$ cat src/rtl/bpt_pkg.sv
`timescale 1ns / 1ps
`default_nettype none
// ----------------------------------------------------------------------------
// bpt_pkg
// Shared types for the barycentric point/triangle weight pipeline.
// ----------------------------------------------------------------------------
package bpt_pkg;

   // control that travels beside each beat down the pipeline
   typedef struct packed {
      logic valid;
      logic neg_v;
      logic neg_w;
      logic degen;
   } bpt_ctl_type;

endpackage
`default_nettype wire

$ cat src/rtl/bpt_finish.sv
`timescale 1ns / 1ps
`default_nettype none
// ----------------------------------------------------------------------------
// bpt_finish
// Restores quotient signs, forms u, saturates all weights, or zeroes them
// for a degenerate beat, and holds the result beat in the output register.
// ----------------------------------------------------------------------------
module bpt_finish import bpt_pkg::*; #(
   parameter int NW           = 103,
   parameter int WEIGHT_WIDTH = 32
) (
   input  wire logic                     clock,
   input  wire logic                     reset,
   input  wire logic                     en,
   input  wire bpt_ctl_type              ctl_i,
   input  wire logic [NW-1:0]            q_v_i,
   input  wire logic [NW-1:0]            q_w_i,
   output logic                          valid_o,
   output logic signed [WEIGHT_WIDTH-1:0] weight_u,
   output logic signed [WEIGHT_WIDTH-1:0] weight_v,
   output logic signed [WEIGHT_WIDTH-1:0] weight_w,
   output logic                          degenerate
);
   localparam int WW   = WEIGHT_WIDTH;
   localparam int XW   = NW + 3;
   localparam int FRAC = WW - 2;

   function automatic logic signed [WW-1:0] sat(input logic signed [XW-1:0] x);
      logic signed [XW-1:0] hi_c;
      hi_c = x >>> (WW - 1);
      if (hi_c == '0 || hi_c == '1) begin
         return x[WW-1:0];
      end else if (x[XW-1]) begin
         return {1'b1, {(WW-1){1'b0}}};
      end else begin
         return {1'b0, {(WW-1){1'b1}}};
      end
   endfunction

   logic signed [XW-1:0] sv, sw, su, one_c;
   logic                 valid_ff, degen_ff;
   logic signed [WW-1:0] u_ff, v_ff, w_ff;

   always_comb begin
      one_c = XW'(1) <<< FRAC;
      sv = ctl_i.neg_v ? -$signed({3'b000, q_v_i}) : $signed({3'b000, q_v_i});
      sw = ctl_i.neg_w ? -$signed({3'b000, q_w_i}) : $signed({3'b000, q_w_i});
      su = one_c - sv - sw;
   end

   always_ff @(posedge clock) begin
      if (reset) begin
         valid_ff <= 1'b0;
      end else if (en) begin
         valid_ff <= ctl_i.valid;
      end
   end

   always_ff @(posedge clock) begin
      if (en) begin
         degen_ff <= ctl_i.degen;
         u_ff     <= ctl_i.degen ? '0 : sat(su);
         v_ff     <= ctl_i.degen ? '0 : sat(sv);
         w_ff     <= ctl_i.degen ? '0 : sat(sw);
      end
   end

   assign valid_o    = valid_ff;
   assign degenerate = degen_ff;
   assign weight_u   = u_ff;
   assign weight_v   = v_ff;
   assign weight_w   = w_ff;

endmodule
`default_nettype wire

$ cat config.mk
export PLATFORM = sky130hd
export DESIGN_NAME = bpt_finish
export DESIGN_NICKNAME = d
export VERILOG_FILES = /design/src/rtl/bpt_pkg.sv /design/src/rtl/bpt_finish.sv
export SDC_FILE = /design/constraint.sdc
export NUM_CORES = 1
export LEC_CHECK = 0
export BUFFER_PORTS_ARGS = -buffer_cell sky130_fd_sc_hd__buf_2
export CORE_UTILIZATION = 42
export CTS_CLUSTER_DIAMETER = 100
export DETAILED_ROUTE_END_ITERATION = 10
export HOLD_SLACK_MARGIN = 0.05
export PLACE_DENSITY = 0.71
export SLEW_MARGIN = 5
export SYNTH_ARGS = -nofsm -noshare
export SYNTH_HDL_FRONTEND = slang
export SYNTH_SLANG_ARGS = --single-unit
$ cat constraint.sdc
create_clock -name clock -period 19.95 [get_ports clock]
set_input_delay 0.9975 -clock clock [delete_from_list [all_inputs] [get_ports clock]]
set_output_delay 0.9975 -clock clock [all_outputs]
set_load 0.005 [all_outputs]
==> flow_summary.ini <==
[die]
ios = 311
start_util_pct = 42.9
rows = 81
core_region_area_um2 = 49300
die_width_um = 226
dieArea_um2 = 51200
dieHeight_um = 226

[pwr]
ir_worst_vdd_mv = 0.0409
p_int_w = 0.000755
p_switching_w = 0.000922
p_comb_share_pct = 72.4
netSwitchingFraction_pct = 55.0
p_leak_nw = 8.70
cellPowerDensity_nw_per_um2 = 71.9
power_frac_seq_pct = 15.3
p_clk_share_pct = 12.4

[timing]
max_slew_margin_pct = 14.0
fin_crit_sh_pct = 49.0
setup_violations = 0
setup_ws_ns = 10.17
rsz0062_at_grt = false
fin_tns_setup_ns = 0
tightest_slew_ns = 1.29
fmax_mhz = 102
maxSlewViolCount = 0
finClkSkew_ns = 0
holdWs_ns = 0.520
finalHoldViolations = 0
min_period_ns = 9.78

[placement]
place.gp.congestion = 1.09
dp_hpwl_um = 84400
dp_slack_ns = 10.08
port_buffers = 310

[synthesis]
yosys_warnings = 0
synth_cells = 2938
synth_seq_area_share_pct = 13.9
yosys.area.top_type = edfxtp_1
synth_edf_count = 97
syn-mean-instance-area_um2 = 7.19
syn_area_um2 = 21100
synth.area.top_cells = edfxtp_1, ha_1, xor2_1, xnor2_1, nand2_1
ys.flop_type = edfxtp_1
synthesis.nets = 3308
yosysTopAreaCellShare_pct = 13.8
ys_types = 91
ys_ff_latch = 98
async_flop_share_pct = 0

[global_routing]
antenna_found_initial = 1
grt_remaining_overflow = 0
grt_util_all_layers_pct = 38.4
grt_max_degree = 73
grt_pass1_wl_um = 147000
grt_pass1_vias = 23600

[worst_setup_path]
startpoint_type = input pin
end_kind = flop
reg2regPathDepth = 2
r2r_slack_ns = 19.36
critical_path_required_ns = 19.99
r2r_end = valid_o
crit_start = q_v_i[29]
path_max_fanout = 31
crit-reg2reg-launch = valid_o
cp.arrival_ns = 9.82
critPathKind = in2reg

[finish]
fin_nets = 3483
final_cell_mix = nand2_1, buf_2, nor2_1
final_common_cell = nand2_1
fillers = 5153
syn_to_final_growth_pct = 10.4
multi_input_area_um2 = 17300
drive_above_1_share_pct = 13.9
regArea_um2 = 2930

[cts]
post_cts_buffers = 0
clockBufferDepth = 2
cts_hold_buf = 0
cts-resized-gates = 0
clock-sinks = 98
cts_tree = yes
tritoncts.num_buffers = 9
path_clk_slew_ns = 0.07
cts_root_buffer = clkbuf_16
worstSkewPairLatency_ns = 0.36
htreeDepth = 3

[detailed_routing]
drt_first_pass_iters = 9
viasPerCell = 6.70
num_vias = 25400
final_antenna_net_count = 0
routed_wl_um = 100000
drc_errors = 0
first_iter_violations = 2980
post_drt_wl_per_cell_um = 26.5

[hold_path]
worst_hold_startpoint = valid_o
min_to = valid_o
hp-class = reg2reg
worstHoldPathCells = 2

[flow_run]
cap_violations = 0

[run_status]
status = finished, final reports clean
-- synthesized netlist by cell type, types with 29 or more instances --
cell      count
nand2_1     309
nor2_1      234
o21ai_0     209
xor2_1      205
a21oi_1     192
ha_1        156
xnor2_1     155
clkbuf_1    141
nand4_1     112
nor3_1      104
edfxtp_1     97
o31ai_1      95
nand3_1      82
inv_1        71
nor4_1       69
or3_1        64
or4_1        50
and2_1       32
o21ai_2      32
a21o_1       29
-- worst max-delay path: stages --
cell and delay (ns):
buf_2 0.12, or3_1 0.42, nor2_1 0.52, nand4_2 0.68
or4_1 0.80, or4_1 0.62, o41ai_1 0.47, xor2_1 0.39
ha_1 0.33, ha_1 0.46, a21oi_1 0.20, o21a_1 0.20
o221a_2 0.25, o21bai_1 0.09, a221o_1 0.25, or4b_2 0.62
xnor2_1 0.36, and4_1 0.26, nand4_1 0.10, nor4_1 0.36
nand4_1 0.19, nand3b_1 0.86, o21ai_0 0.25
-- layout make-up --
cell class / instances / area share, %
multi-input combinational: 2609 / 74.1
sequential: 98 / 12.6
timing repair buffer: 324 / 7.13
tap: 664 / 3.56
inverter: 71 / 1.14
clock buffer: 9 / 0.965
clock inverter: 7 / 0.531
antenna: 2 / 0.0215
-- power groups by stage --
stage	Sequential (W)	Clock [W]	Combinational, W
finish	0.000256	0.000207	0.00121
global route	0.000258	0.000214	0.00128
CTS	0.000257	0.000210	0.00116
detailed placement	0.000261	0	0.00115
global placement	0.000261	0	0.00116
floorplan	0.000262	0	0.000744
-- cell families after synthesis --
family | Yosys count | synth area share (%)
AOI/OAI and AO/OA | 846 | 26.3
xor gates and xnor gates | 360 | 14.9
adders and majority gates | 157 | 9.33
buffers and inverters | 231 | 4.37
DFF | 98 | 13.9
muxes | 12 | 0.586
and+or+nand+nor | 1234 | 30.6
-- per-stage QoR --
stage / util, % / instance area (µm²) / power [W] / std cells
6_report: 47.4 / 23300 / 0.00168 / 3784
5_1_grt: 47.4 / 23300 / 0.00175 / 3782
4_1_cts: 47.4 / 23300 / 0.00163 / 3782
3_5_place_dp: 46.6 / 23000 / 0.00142 / 3766
3_3_place_gp: 46.6 / 23000 / 0.00142 / 3766
2_1_floorplan: - / 21100 / 0.00101 / 2938
-- state kept, by name, summed over array words and instances, names as in the netlist --
| register | cells |
|---|---|
| valid_o | 1 |
| weight_v | 32 |
| degenerate | 1 |
| weight_w | 32 |
| weight_u | 32 |
-- how the worst max path moves through the flow --
stage	end	slack (ns)	cells after the start
2_1_floorplan	weight_u[10]	11.98	25
3_3_place_gp	weight_u[1]	10.29	23
3_5_place_dp	weight_u[1]	10.08	23
4_1_cts	weight_u[1]	10.47	23
5_1_grt	weight_u[1]	9.77	23
6_report	weight_u[1]	10.17	23
-- per-layer routing --
| metal | vias up | GRT usage, % | wire length (µm) |
|---|---|---|---|
| met4 | 0 | 25.1 | 7420 |
| met5 | - | 0 | 0 |
| met1 | 11800 | 46.9 | 38600 |
| li1 | 11500 | - | - |
| met3 | 333 | 7.81 | 10700 |
| met2 | 1709 | 61.1 | 43500 |
No activity file was read; power rests on OpenSTA's default activity.
