==> src/rtl/bpt_pkg.sv <==
`timescale 1ns / 1ps
`default_nettype none
// ----------------------------------------------------------------------------
// bpt_pkg
// Shared types for the barycentric point/triangle weight pipeline.
// ----------------------------------------------------------------------------
package bpt_pkg;

   // control that travels beside each beat down the pipeline
   typedef struct packed {
      logic valid;
      logic neg_v;
      logic neg_w;
      logic degen;
   } bpt_ctl_type;

endpackage
`default_nettype wire

==> src/rtl/bpt_div_cell.sv <==
`timescale 1ns / 1ps
`default_nettype none
// ----------------------------------------------------------------------------
// bpt_div_cell
// One restoring division step for both weight lanes: one quotient bit per
// lane, then the partial remainder and quotient pass to the next cell.
// ----------------------------------------------------------------------------
module bpt_div_cell import bpt_pkg::*; #(
   parameter int GW = 73,
   parameter int NW = 103
) (
   input  wire logic          clock,
   input  wire logic          reset,
   input  wire logic          en,
   input  wire bpt_ctl_type   ctl_i,
   input  wire logic [GW-1:0] div_i,
   input  wire logic [GW-1:0] rem_v_i,
   input  wire logic [NW-1:0] nq_v_i,
   input  wire logic [GW-1:0] rem_w_i,
   input  wire logic [NW-1:0] nq_w_i,
   output bpt_ctl_type        ctl_o,
   output logic [GW-1:0]      div_o,
   output logic [GW-1:0]      rem_v_o,
   output logic [NW-1:0]      nq_v_o,
   output logic [GW-1:0]      rem_w_o,
   output logic [NW-1:0]      nq_w_o
);
   bpt_ctl_type   ctl_ff;
   logic [GW-1:0] div_ff, rem_v_ff, rem_w_ff;
   logic [NW-1:0] nq_v_ff, nq_w_ff;

   logic [GW:0]   trial_v, trial_w, diff_v, diff_w;
   logic          take_v, take_w;
   logic [GW-1:0] rem_v_in, rem_w_in;
   logic [NW-1:0] nq_v_in, nq_w_in;

   always_comb begin
      trial_v  = {rem_v_i, nq_v_i[NW-1]};
      trial_w  = {rem_w_i, nq_w_i[NW-1]};
      diff_v   = trial_v - {1'b0, div_i};
      diff_w   = trial_w - {1'b0, div_i};
      take_v   = (trial_v >= {1'b0, div_i});
      take_w   = (trial_w >= {1'b0, div_i});
      rem_v_in = take_v ? diff_v[GW-1:0] : trial_v[GW-1:0];
      rem_w_in = take_w ? diff_w[GW-1:0] : trial_w[GW-1:0];
      nq_v_in  = {nq_v_i[NW-2:0], take_v};
      nq_w_in  = {nq_w_i[NW-2:0], take_w};
   end

   always_ff @(posedge clock) begin
      if (reset) begin
         ctl_ff.valid <= 1'b0;
      end else if (en) begin
         ctl_ff.valid <= ctl_i.valid;
      end
      if (en) begin
         ctl_ff.neg_v <= ctl_i.neg_v;
         ctl_ff.neg_w <= ctl_i.neg_w;
         ctl_ff.degen <= ctl_i.degen;
         div_ff       <= div_i;
         rem_v_ff     <= rem_v_in;
         rem_w_ff     <= rem_w_in;
         nq_v_ff      <= nq_v_in;
         nq_w_ff      <= nq_w_in;
      end
   end

   assign ctl_o   = ctl_ff;
   assign div_o   = div_ff;
   assign rem_v_o = rem_v_ff;
   assign rem_w_o = rem_w_ff;
   assign nq_v_o  = nq_v_ff;
   assign nq_w_o  = nq_w_ff;

endmodule
`default_nettype wire

==> config.mk <==
export PLATFORM = sky130hd
export DESIGN_NAME = bpt_div_cell
export DESIGN_NICKNAME = d
export VERILOG_FILES = /design/src/rtl/bpt_pkg.sv /design/src/rtl/bpt_div_cell.sv
export SDC_FILE = /design/constraint.sdc
export NUM_CORES = 1
export LEC_CHECK = 0
export BUFFER_PORTS_ARGS = -buffer_cell sky130_fd_sc_hd__buf_4
export CAP_MARGIN = 20
export CORE_AREA = 2 2 338 340
export CTS_CLUSTER_SIZE = 12
export DETAILED_ROUTE_END_ITERATION = 12
export DIE_AREA = 0 0 340 342
export HOLD_SLACK_MARGIN = 0.08
export PLACE_DENSITY_LB_ADDON = 0.12
export SYNTH_ARGS = -nofsm -noshare
export SYNTH_HDL_FRONTEND = slang
export SYNTH_SLANG_ARGS = --single-unit
export TNS_END_PERCENT = 1
==> constraint.sdc <==
create_clock -name clock -period 8.3 [get_ports clock]
set_input_delay 0.415 -clock clock [delete_from_list [all_inputs] [get_ports clock]]
set_output_delay 0.415 -clock clock [all_outputs]
set_load 0.005 [all_outputs]
==> impl_metrics.ini, run 1 <==
[global_routing]
overflow = 0
grt_pass1_wl_mm = 154
grt_use_met1_pct = 20.4
grt_use_met2_pct = 34.2
grtUsageTotal_pct = 17.9
grt_max_degree = 127
grt_pass1_vias = 22422
gr-usage-met3_pct = 3.12
busiest_layer = met2
antenna_found_initial = 4

[floorplanning]
io_pins = 861
die_w_microns = 340
die_height_microns = 342
coreArea_sq_um = 113000
die-area_sq_um = 116000
std_cell_rows = 124
initial_core_util_pct = 20.7

[min_path]
holdPathStages = 3
hp-start = rem_w_i[64]
hp-class = in2reg
hold_end = rem_w_o[65]

[timing]
timing.final.crit_share_pct = 69.2
finClkSkew_ns = 0
finalSetupTns_ns = 0
final_max_slew_viol_count = 0
setup_viol = 0
rsz0062_at_grt = no
slew_headroom_pct = 27.7
max_freq_ghz = 0.174
worst_pin_slew_ns = 1.08
hold_violations = 0
fin_crit_ns = 5.75

[pwr]
ir_drop_mv = 0.163
swShare_pct = 29.4
power_mw = 6.95
power.leakage_nw = 15.7
seq_power_share_pct = 39.7
p_int_mw = 4.91
pwr-share-comb_pct = 26.0
p_sw_mw = 2.04
p_per_area_nw_per_um2 = 187
p_clk_share_pct = 34.3

[synthesis]
synthFlopType = edfxtp_1
yosys.area_share.simple_pct = 10.5
yosysSeqAreaShare_pct = 55.0
synth_nets = 2697
syn_area_per_cell_sq_um = 11.1
synth_fa_ha_area_share_pct = 7.97
ys_ff_latch = 429
synth_edf_count = 428
synth-xor-area-share_pct = 5.13
synth-warning-count = 0
synth_cell_types = 75
synthMuxAreaShare_pct = 1.28
synth_compound_area_share_pct = 16.6
netlist_area_sq_um = 23400
syn_inst = 2117
synth_top_family_by_area = compound AO/OA/AOI/OAI gates
synth-async-reset-ratio_pct = 0

[final_layout]
fin_nets = 3933
fin_area_sq_um = 37200
fin_cells = 4906
fill_cells = 11498
synthToLayoutAreaGrowth_pct = 59.0
layout-drive-gt1-share_pct = 29.1

[routing]
drtIter0Drc = 1301
dr.pass1.iters = 7
ant_nets = 0
vias = 21654
routed_wl_mm = 109
wl_per_cell_microns = 22.2
drc = 0
avgViaCountPerCell = 4.41

[worst_setup_path]
crit_arrival_ns = 6.12
crit_required_ns = 8.67
worstReg2RegStart = ctl_o[3]
cp_cell_sequence = dlygate4sd3_1, buf_4, inv_1, ha_1, inv_1, fa_1, a21o_1, a311oi_1, o21ai_0, o2111a_1, o2111ai_1, nand4b_1, nand2_1, or3_1, and2_1, inv_4, buf_4, mux2_2
r2r-end = ctl_o[3]
worstPathMaxFanout = 45
crit_type = in2reg
crit_family = compound AO/OA/AOI/OAI gates
crit_slowest_cell = a311oi_1
start_kind = input port
cp-end-kind = flop
reg2reg_depth = 3
slowest_delay_ns = 0.77
regToRegSetupSlack_ns = 7.15
timing.critical_path.buf_inv = 6

[status]
status = complete, no violations

[cts]
cts_tree = built
clk_pin_slew_ns = 0.06
cts_setup_buffers = 0
cts_buffers = 55
cts_max_level = 2
cts_root_buf = clkbuf_16
clockBufferDepth = 3
clk_latency_ns = 0.62
cts_sinks = 429

[place]
dpl_cell_area_sq_um = 31500
portBuffers = 860
dp.cells = 4409
gp_congestion = 0.911
dpl.hpwl_mm = 87.1

[flow_run]
cap_viol_max_count = 0
## repair_timing
action / 4_1_cts / 5_1_grt
hold endpoints to repair: 398 / 0
gates resized for setup: 0 / 0
hold buffers: 399 / 0
## synthesized netlist by cell type, types with 7 or more instances
library cell	count	area, sq um
o211ai_1	9	67.6
xor2_1	60	526
ha_1	146	1830
inv_1	116	435
and2_1	7	43.8
o31ai_1	10	75.1
o21a_1	9	67.6
a21boi_0	10	75.1
clkbuf_1	63	236
nand3_1	25	125
a21oi_1	223	1120
and3_1	16	100
mux2_2	18	203
o21bai_1	31	233
edfxtp_1	428	12900
nand2b_1	20	125
o21ai_0	158	791
nor2b_1	12	75.1
a21o_1	92	691
nand2_1	197	739
nor2_1	149	559
a211oi_1	13	97.6
nand4_1	50	313
nor4_1	10	62.6
xnor2_1	77	674
a221oi_1	7	61.3
a31oi_1	18	113
buf_2	25	125
nor3_1	23	115
## routing by layer
metal | share of wire, % | up-vias
met1 | 39 | 10503
li1 | - | 10346
met4 | 2.1 | 6
met5 | 0.033 | -
met2 | 54 | 691
met3 | 4.9 | 108
## cell usage in the layout (no fill, tap or decap), types with 5 or more instances in the layout
cell	count
a221oi_1	7
nor2b_1	12
o31ai_1	10
and2_1	7
nand4_1	50
xor2_1	60
nand3_1	25
inv_1	116
a31oi_1	18
a21oi_1	223
xnor2_1	77
clkinv_2	5
nand2_1	197
nor3_1	23
buf_4	869
nand2b_1	20
mux2_2	18
o211ai_1	9
a211oi_1	13
o21bai_1	31
clkbuf_16	55
nor2_1	149
mux2_1	6
nor4_1	9
o21a_1	9
ha_1	146
and3_1	16
a21boi_0	10
edfxtp_1	428
a21o_1	92
clkinvlp_4	5
o21ai_0	158
clkbuf_1	10
clkinv_1	12
dlygate4sd3_1	399
## cells by family (layout without fill, tap and decap cells)
logic type | Yosys count | count (layout)
AO/OA/AOI/OAI | 634 | 634
XOR/XNOR | 137 | 137
adder cells (fa/ha/maj) | 148 | 148
buffers and inverters | 209 | 1485
flip-flops | 429 | 429
multiplexers | 27 | 27
other | 0 | 1
AND/OR/NAND/NOR | 533 | 533
## worst min-delay path, cell delays in order
cell and delay, ns:
buf_4 0.09, nor2_1 0.04, a21oi_1 0.12
## stage by stage
step | worst slack (ns) | utilization (%) | hold WS, ns
after global routing | 2.48 | 32.9 | 0.104
after detailed placement | 2.39 | 27.8 | 0.516
final | 2.55 | 32.9 | 0.139
after floorplan | 4.78 | - | 0.485
after CTS | 2.51 | 32.9 | 0.0808
after global placement | 2.43 | 27.8 | 0.484
## flip-flops by register name, summed over array words and instances (netlist names)
register  flops
ctl_o         4
div_o        73
nq_v_o      103
nq_w_o      103
rem_v_o      73
rem_w_o      73
## layout make-up
type | instances | area, sq um | share of cell area, %
inverter | 117 | 442 | 1.19
clock buffer | 68 | 1460 | 3.91
clock inverter | 29 | 287 | 0.770
tap | 1512 | 1890 | 5.08
timing repair buffer | 1271 | 10600 | 28.4
sequential | 429 | 12900 | 34.6
multi-input combinational | 1479 | 9710 | 26.1
antenna | 1 | 2.50 | 0.00672
## power by group through the flow
stage / clock, mW / combinational [mW] / sequential, mW
finish: 2.38 / 1.80 / 2.76
global route: 2.56 / 1.95 / 2.78
CTS: 2.48 / 1.83 / 2.76
detailed placement: 0 / 1.65 / 2.80
global placement: 0 / 1.65 / 2.81
floorplan: 0 / 0.701 / 2.81
## how the worst max path moves through the flow
stage	start	end	slack, ns	depth (start not counted)
floorplan	nq_v_i[102]	rem_v_o[1]	4.78	16
global placement	nq_w_i[102]	rem_w_o[16]	2.43	17
detailed placement	nq_w_i[102]	rem_w_o[24]	2.39	17
CTS	nq_w_i[102]	rem_w_o[24]	2.51	18
global route	nq_w_i[102]	rem_w_o[24]	2.48	18
finish	nq_w_i[102]	rem_w_o[24]	2.55	18
Power figures use the tool's default switching activity.
==> run 2: changes to the inputs <==
Settings changed: CORE_AREA 2 2 338 340 to 2 2 337 339, DIE_AREA 0 0 340 342 to 0 0 339 341.
Clock period 8.3 ns to 5.65 ns, I/O delays scaled along.
==> run 2 against run 1 <==
  * Total power up 50%
  * Sequential share of layout area down 0.48 points
  * Sequential cell count unchanged
  * Core utilization up 0.82 points
  * Sequential power up 47%
  * Design area up 1.4%
  * Global-route usage up 0.69 points
  * Hold slack better by 0.016 ns
  * Die area down 0.59%
  * First-iteration DRC count up 14%
  * Combinational power up 49%
  * Clock skew unchanged
==> impl_metrics.ini, run 2 (same netlist as run 1, synthesis figures left out) <==
[floorplanning]
die_w_microns = 339
coreArea_sq_um = 112000
std_cell_rows = 123
die-area_sq_um = 116000
io_pins = 861
die_height_microns = 341
initial_core_util_pct = 20.9

[place]
gp_congestion = 0.912
place_ws_ns = 0.355
portBuffers = 860
dpl.hpwl_mm = 89.8
dpl_cell_area_sq_um = 31600

[final_layout]
synthToLayoutAreaGrowth_pct = 61.3
fin_nets = 3971
layout_common_cells = 872 x buf_4, 428 x edfxtp_1, 428 x dlygate4sd3_1, 223 x a21oi_1, 197 x nand2_1
layout-drive-gt1-share_pct = 29.3
multi_input_comb_area_sq_um = 9710
fill_cells = 11321
mostFrequentLayoutCell = buf_4
regArea_sq_um = 12900
fin_area_sq_um = 37800

[worst_setup_path]
regToRegSetupSlack_ns = 4.52
worstPathMaxFanout = 44
worstReg2RegStart = ctl_o[3]
crit_type = in2reg
r2r-end = ctl_o[3]
crit_arrival_ns = 5.47
start_kind = input port
crit_required_ns = 6.05
cp-end-kind = flop
reg2reg_depth = 3

[status]
status = complete, no violations

[cts]
cts_buffers = 56
clk_latency_ns = 0.64
clk_pin_slew_ns = 0.05
cts_root_buf = clkbuf_16
cts_tree = built
cts_setup_buffers = 0
cts_max_level = 2
clockBufferDepth = 3
cts_sinks = 429

[timing]
fin_crit_ns = 5.06
timing.final.crit_share_pct = 89.6
finClkSkew_ns = 0
finalSetupTns_ns = 0
final_max_slew_viol_count = 0
setup_slack_ns = 0.587
setup_viol = 0
slew_headroom_pct = 34.2
max_freq_ghz = 0.197
rsz0062_at_grt = no
worst_pin_slew_ns = 0.986
hold_violations = 0

[global_routing]
grtUsageTotal_pct = 18.6
antenna_found_initial = 12
overflow = 0
grt_max_degree = 113
grt_pass1_vias = 22802
grt_pass1_wl_mm = 159

[min_path]
hp-class = in2reg
holdPathStages = 3
hp-start = rem_w_i[4]
hold_end = rem_w_o[5]

[routing]
wl_per_cell_microns = 22.6
drtIter0Drc = 1479
drc = 0
routed_wl_mm = 112
ant_nets = 0
dr.pass1.iters = 9
vias = 21935
avgViaCountPerCell = 4.44

[pwr]
power.leakage_nw = 16.0
ir_drop_mv = 0.209
p_per_area_nw_per_um2 = 276

[flow_run]
cap_viol_max_count = 0
-- run 2: final cells by class --
type	instances	share of cell area, %
Tap cell	1500	4.97
Clock buffer	62	3.77
Antenna cell	6	0.0398
Timing Repair Buffer	1308	29.1
Sequential cell	429	34.1
Multi-Input combinational cell	1479	25.7
Inverter	117	1.17
Clock inverter	43	1.13
-- run 2: worst max path at each step --
stage | from | to | slack, ns | cells after the start
6_report | nq_w_i[102] | rem_w_o[32] | 0.59 | 20
5_1_grt | nq_w_i[102] | rem_w_o[26] | 0.27 | 20
2_1_floorplan | nq_v_i[102] | rem_v_o[1] | 2.26 | 16
3_5_place_dp | nq_w_i[102] | rem_w_o[29] | 0.35 | 19
3_3_place_gp | nq_w_i[102] | rem_w_o[29] | 0.36 | 19
4_1_cts | nq_w_i[102] | rem_w_o[29] | 0.50 | 20
-- run 2: critical path, stage by stage --
cell           delay (ns)
dlygate4sd3_1        0.54
buf_4                0.15
inv_1                0.05
ha_1                 0.23
inv_1                0.07
fa_1                 0.41
a21o_1               0.21
a311oi_1             0.39
o21ai_0              0.33
o2111a_1             0.43
o2111ai_1            0.54
nand4b_1             0.16
nand2_1              0.20
or3_1                0.13
and2_1               0.44
inv_4                0.22
buf_12               0.23
buf_4                0.22
nor2_1               0.09
a21oi_1              0.06
-- run 2: metal layers --
layer	share of wire, %	GRT usage, %	routed length (microns)	vias up
met3	5.2	3.31	5850	141
met5	0.018	0	20	-
li1	-	-	-	10429
met2	54	35.8	60600	772
met1	38	20.6	42100	10589
met4	2.7	5.37	2970	4
-- run 2: report_power, final --
part | internal, mW | leakage [nW] | switching [mW]
logic | 1.30 | 10.9 | 1.39
clock network | 2.10 | 0.886 | 1.56
registers | 3.93 | 4.20 | 0.135
total | 7.33 | 16.0 | 3.09
-- run 2: what timing repair did --
item / CTS / global route
resized for setup: 0 / 0
hold endpoints to repair: 426 / 0
setup endpoints to repair: 0 / 0
hold buffers: 428 / 0
-- run 2: metrics by stage --
step | instances | power [mW] | hold slack [ns] | util (%)
final | 4944 | 10.4 | 0.155 | 33.7
after global routing | 4943 | 10.9 | 0.107 | 33.7
after CTS | 4938 | 10.6 | 0.0868 | 33.7
after detailed placement | 4405 | 6.58 | 0.441 | 28.2
after global placement | 4405 | 6.58 | 0.439 | 28.2
after floorplan | 2117 | 5.15 | 0.355 | -
==> run 3: changes to the inputs <==
Settings changed: RECOVER_POWER from default to 100.
==> run 3 against run 2 <==
  * The flow now finishes with violations (capacitance limit, slew limit)
  * Clock skew stayed put
  * Clock power hardly changed
  * Sequential cell count is the same
  * Fmax decreased by 2.7%
  * Cell count is the same
  * Worst setup slack worse by 0.14 ns
  * Hold slack lost 0.0087 ns
  * Critical path type unchanged
==> impl_metrics.ini, run 3 (same netlist as run 1, synthesis figures left out) <==
[timing]
final_max_slew_viol_count = 438
fin_crit_ns = 5.20
finClkSkew_ns = 0
setup_viol = 0
rsz0062_at_grt = no
finalSetupTns_ns = 0
timing.final.crit_share_pct = 92.1
hold_violations = 0
slew_headroom_pct = -106
max_freq_ghz = 0.192
worst_pin_slew_ns = 3.09

[worst_setup_path]
worstReg2RegStart = ctl_o[3]
crit_type = in2reg
start_kind = input port
regToRegSetupSlack_ns = 4.50
cp-end-kind = flop
reg2reg_depth = 3
crit_required_ns = 6.05
crit_arrival_ns = 5.60
worstSetupStartpoint = div_i[0]
r2r-end = ctl_o[3]
worstPathMaxFanout = 44

[routing]
wl_per_cell_microns = 22.5
avgViaCountPerCell = 4.44
dr_wl_met2_mm = 60.0
drtIter0Drc = 1434
wl_met1_mm = 42.0
dr.pass1.iters = 9
routed_wl_mm = 111
top_layer = met5
met3_length_mm = 6.04
vias = 21964
drc = 0
ant_nets = 0

[cts]
cts_buffers = 56
clk_pin_slew_ns = 0.06
cts_max_level = 2
cts_sinks = 429
cts_tree = built
clk_latency_ns = 0.64
cts_root_buf = clkbuf_16
clockBufferDepth = 3
cts_setup_buffers = 0
cts_resized = 0

[pwr]
p_per_area_nw_per_um2 = 279
pwr-share-comb_pct = 24.5
seq_power_share_pct = 39.7
power.leakage_nw = 14.9
p_sw_mw = 3.07
p_int_mw = 7.17
swShare_pct = 30.0
p_clk_share_pct = 35.8
ir_drop_mv = 0.208

[final_layout]
fin_util_pct = 32.8
fin_nets = 3971
mostFrequentLayoutCell = clkbuf_4
layout-drive-gt1-share_pct = 21.7
synthToLayoutAreaGrowth_pct = 56.9
layout_common_cells = 457 x clkbuf_4, 428 x edfxtp_1, 428 x dlygate4sd3_1, 260 x clkbuf_1, 223 x a21oi_1

[place]
portBuffers = 860
gp_congestion = 0.912
dpl.hpwl_mm = 89.8

[global_routing]
overflow = 0
antenna_found_initial = 12
grt_pass1_vias = 22802
grtUsageTotal_pct = 18.6
grt_pass1_wl_mm = 159
grt_max_degree = 113

[min_path]
hp-start = rem_w_i[4]
hp-class = in2reg
hold_end = rem_w_o[5]
holdPathStages = 3

[floorplanning]
io_pins = 861
coreArea_sq_um = 112000
die-area_sq_um = 116000
die_height_microns = 341
die_w_microns = 339
initial_core_util_pct = 20.9
std_cell_rows = 123

[status]
violations = capacitance limit, slew limit
status = finished, violations left

[flow_run]
cap_viol_max_count = 5
-- run 3: cell types whose count changed in the layout (fill, tap and decap cells not counted), moves of 3 or more --
cell and change:
buf_12 -3, clkbuf_2 +4, buf_4 -711, clkbuf_4 +457
clkbuf_1 +254
-- run 3: metal layers --
layer  up-vias  GRT usage (%)
li1      10428              -
met1     10577           20.6
met2       797           35.8
met3       158           3.31
met4         4           5.37
met5         -              0
-- run 3: final cells by class --
| class | instances | area (sq um) |
|---|---|---|
| diodes | 6 | 15.0 |
| clock buffers | 62 | 1420 |
| clock inverters | 43 | 428 |
| fillers | 11521 | 75200 |
| inverters | 117 | 442 |
| multi-input cells | 1479 | 9690 |
| flip-flops and latches | 429 | 12900 |
| well taps | 1500 | 1880 |
| repair buffers | 1308 | 9980 |
-- run 3: worst max-delay path by stage --
stage / end / slack (ns) / depth (start not counted)
after floorplan: rem_v_o[1] / 2.26 / 16
final: rem_w_o[32] / 0.45 / 19
after CTS: rem_w_o[29] / 0.50 / 20
after detailed placement: rem_w_o[29] / 0.35 / 19
after global routing: rem_w_o[26] / 0.14 / 19
after global placement: rem_w_o[29] / 0.36 / 19
-- run 3: critical path, cell delays in order --
cell and delay [ns]:
dlygate4sd3_1 0.53, clkbuf_1 0.25, ha_1 0.31, inv_1 0.08, fa_1 0.41, a21o_1 0.21
a311oi_1 0.40, o21ai_0 0.33, o2111a_1 0.42, o2111ai_1 0.55, nand4b_1 0.16, nand2_1 0.22
or3_1 0.13, and2_1 0.43, inv_4 0.22, buf_12 0.23, buf_4 0.22, nor2_1 0.09
a21oi_1 0.06
-- run 3: repair_timing --
item | CTS | global route
hold endpoints to repair | 426 | 0
hold buffers | 428 | 0
endpoints found under the setup margin | 0 | 0
-- run 3: stage by stage --
step / power, mW / cells / hold slack [ns] / instance area, sq um / setup WS (ns)
6_report: 10.2 / 4944 / 0.146 / 36700 / 0.447
5_1_grt: 10.8 / 4943 / 0.107 / 36700 / 0.135
4_1_cts: 10.6 / 4938 / 0.0868 / 37700 / 0.500
3_5_place_dp: 6.58 / 4405 / 0.441 / 31600 / 0.355
3_3_place_gp: 6.58 / 4405 / 0.439 / 31600 / 0.358
2_1_floorplan: 5.15 / 2117 / 0.355 / 23400 / 2.26
-- run 3: power by group through the flow --
stage	combinational, mW	clock [mW]	sequential (mW)
after floorplan	1.03	0	4.12
after global placement	2.45	0	4.13
after detailed placement	2.45	0	4.13
after CTS	2.73	3.79	4.07
after global routing	2.73	3.92	4.10
final	2.51	3.66	4.07
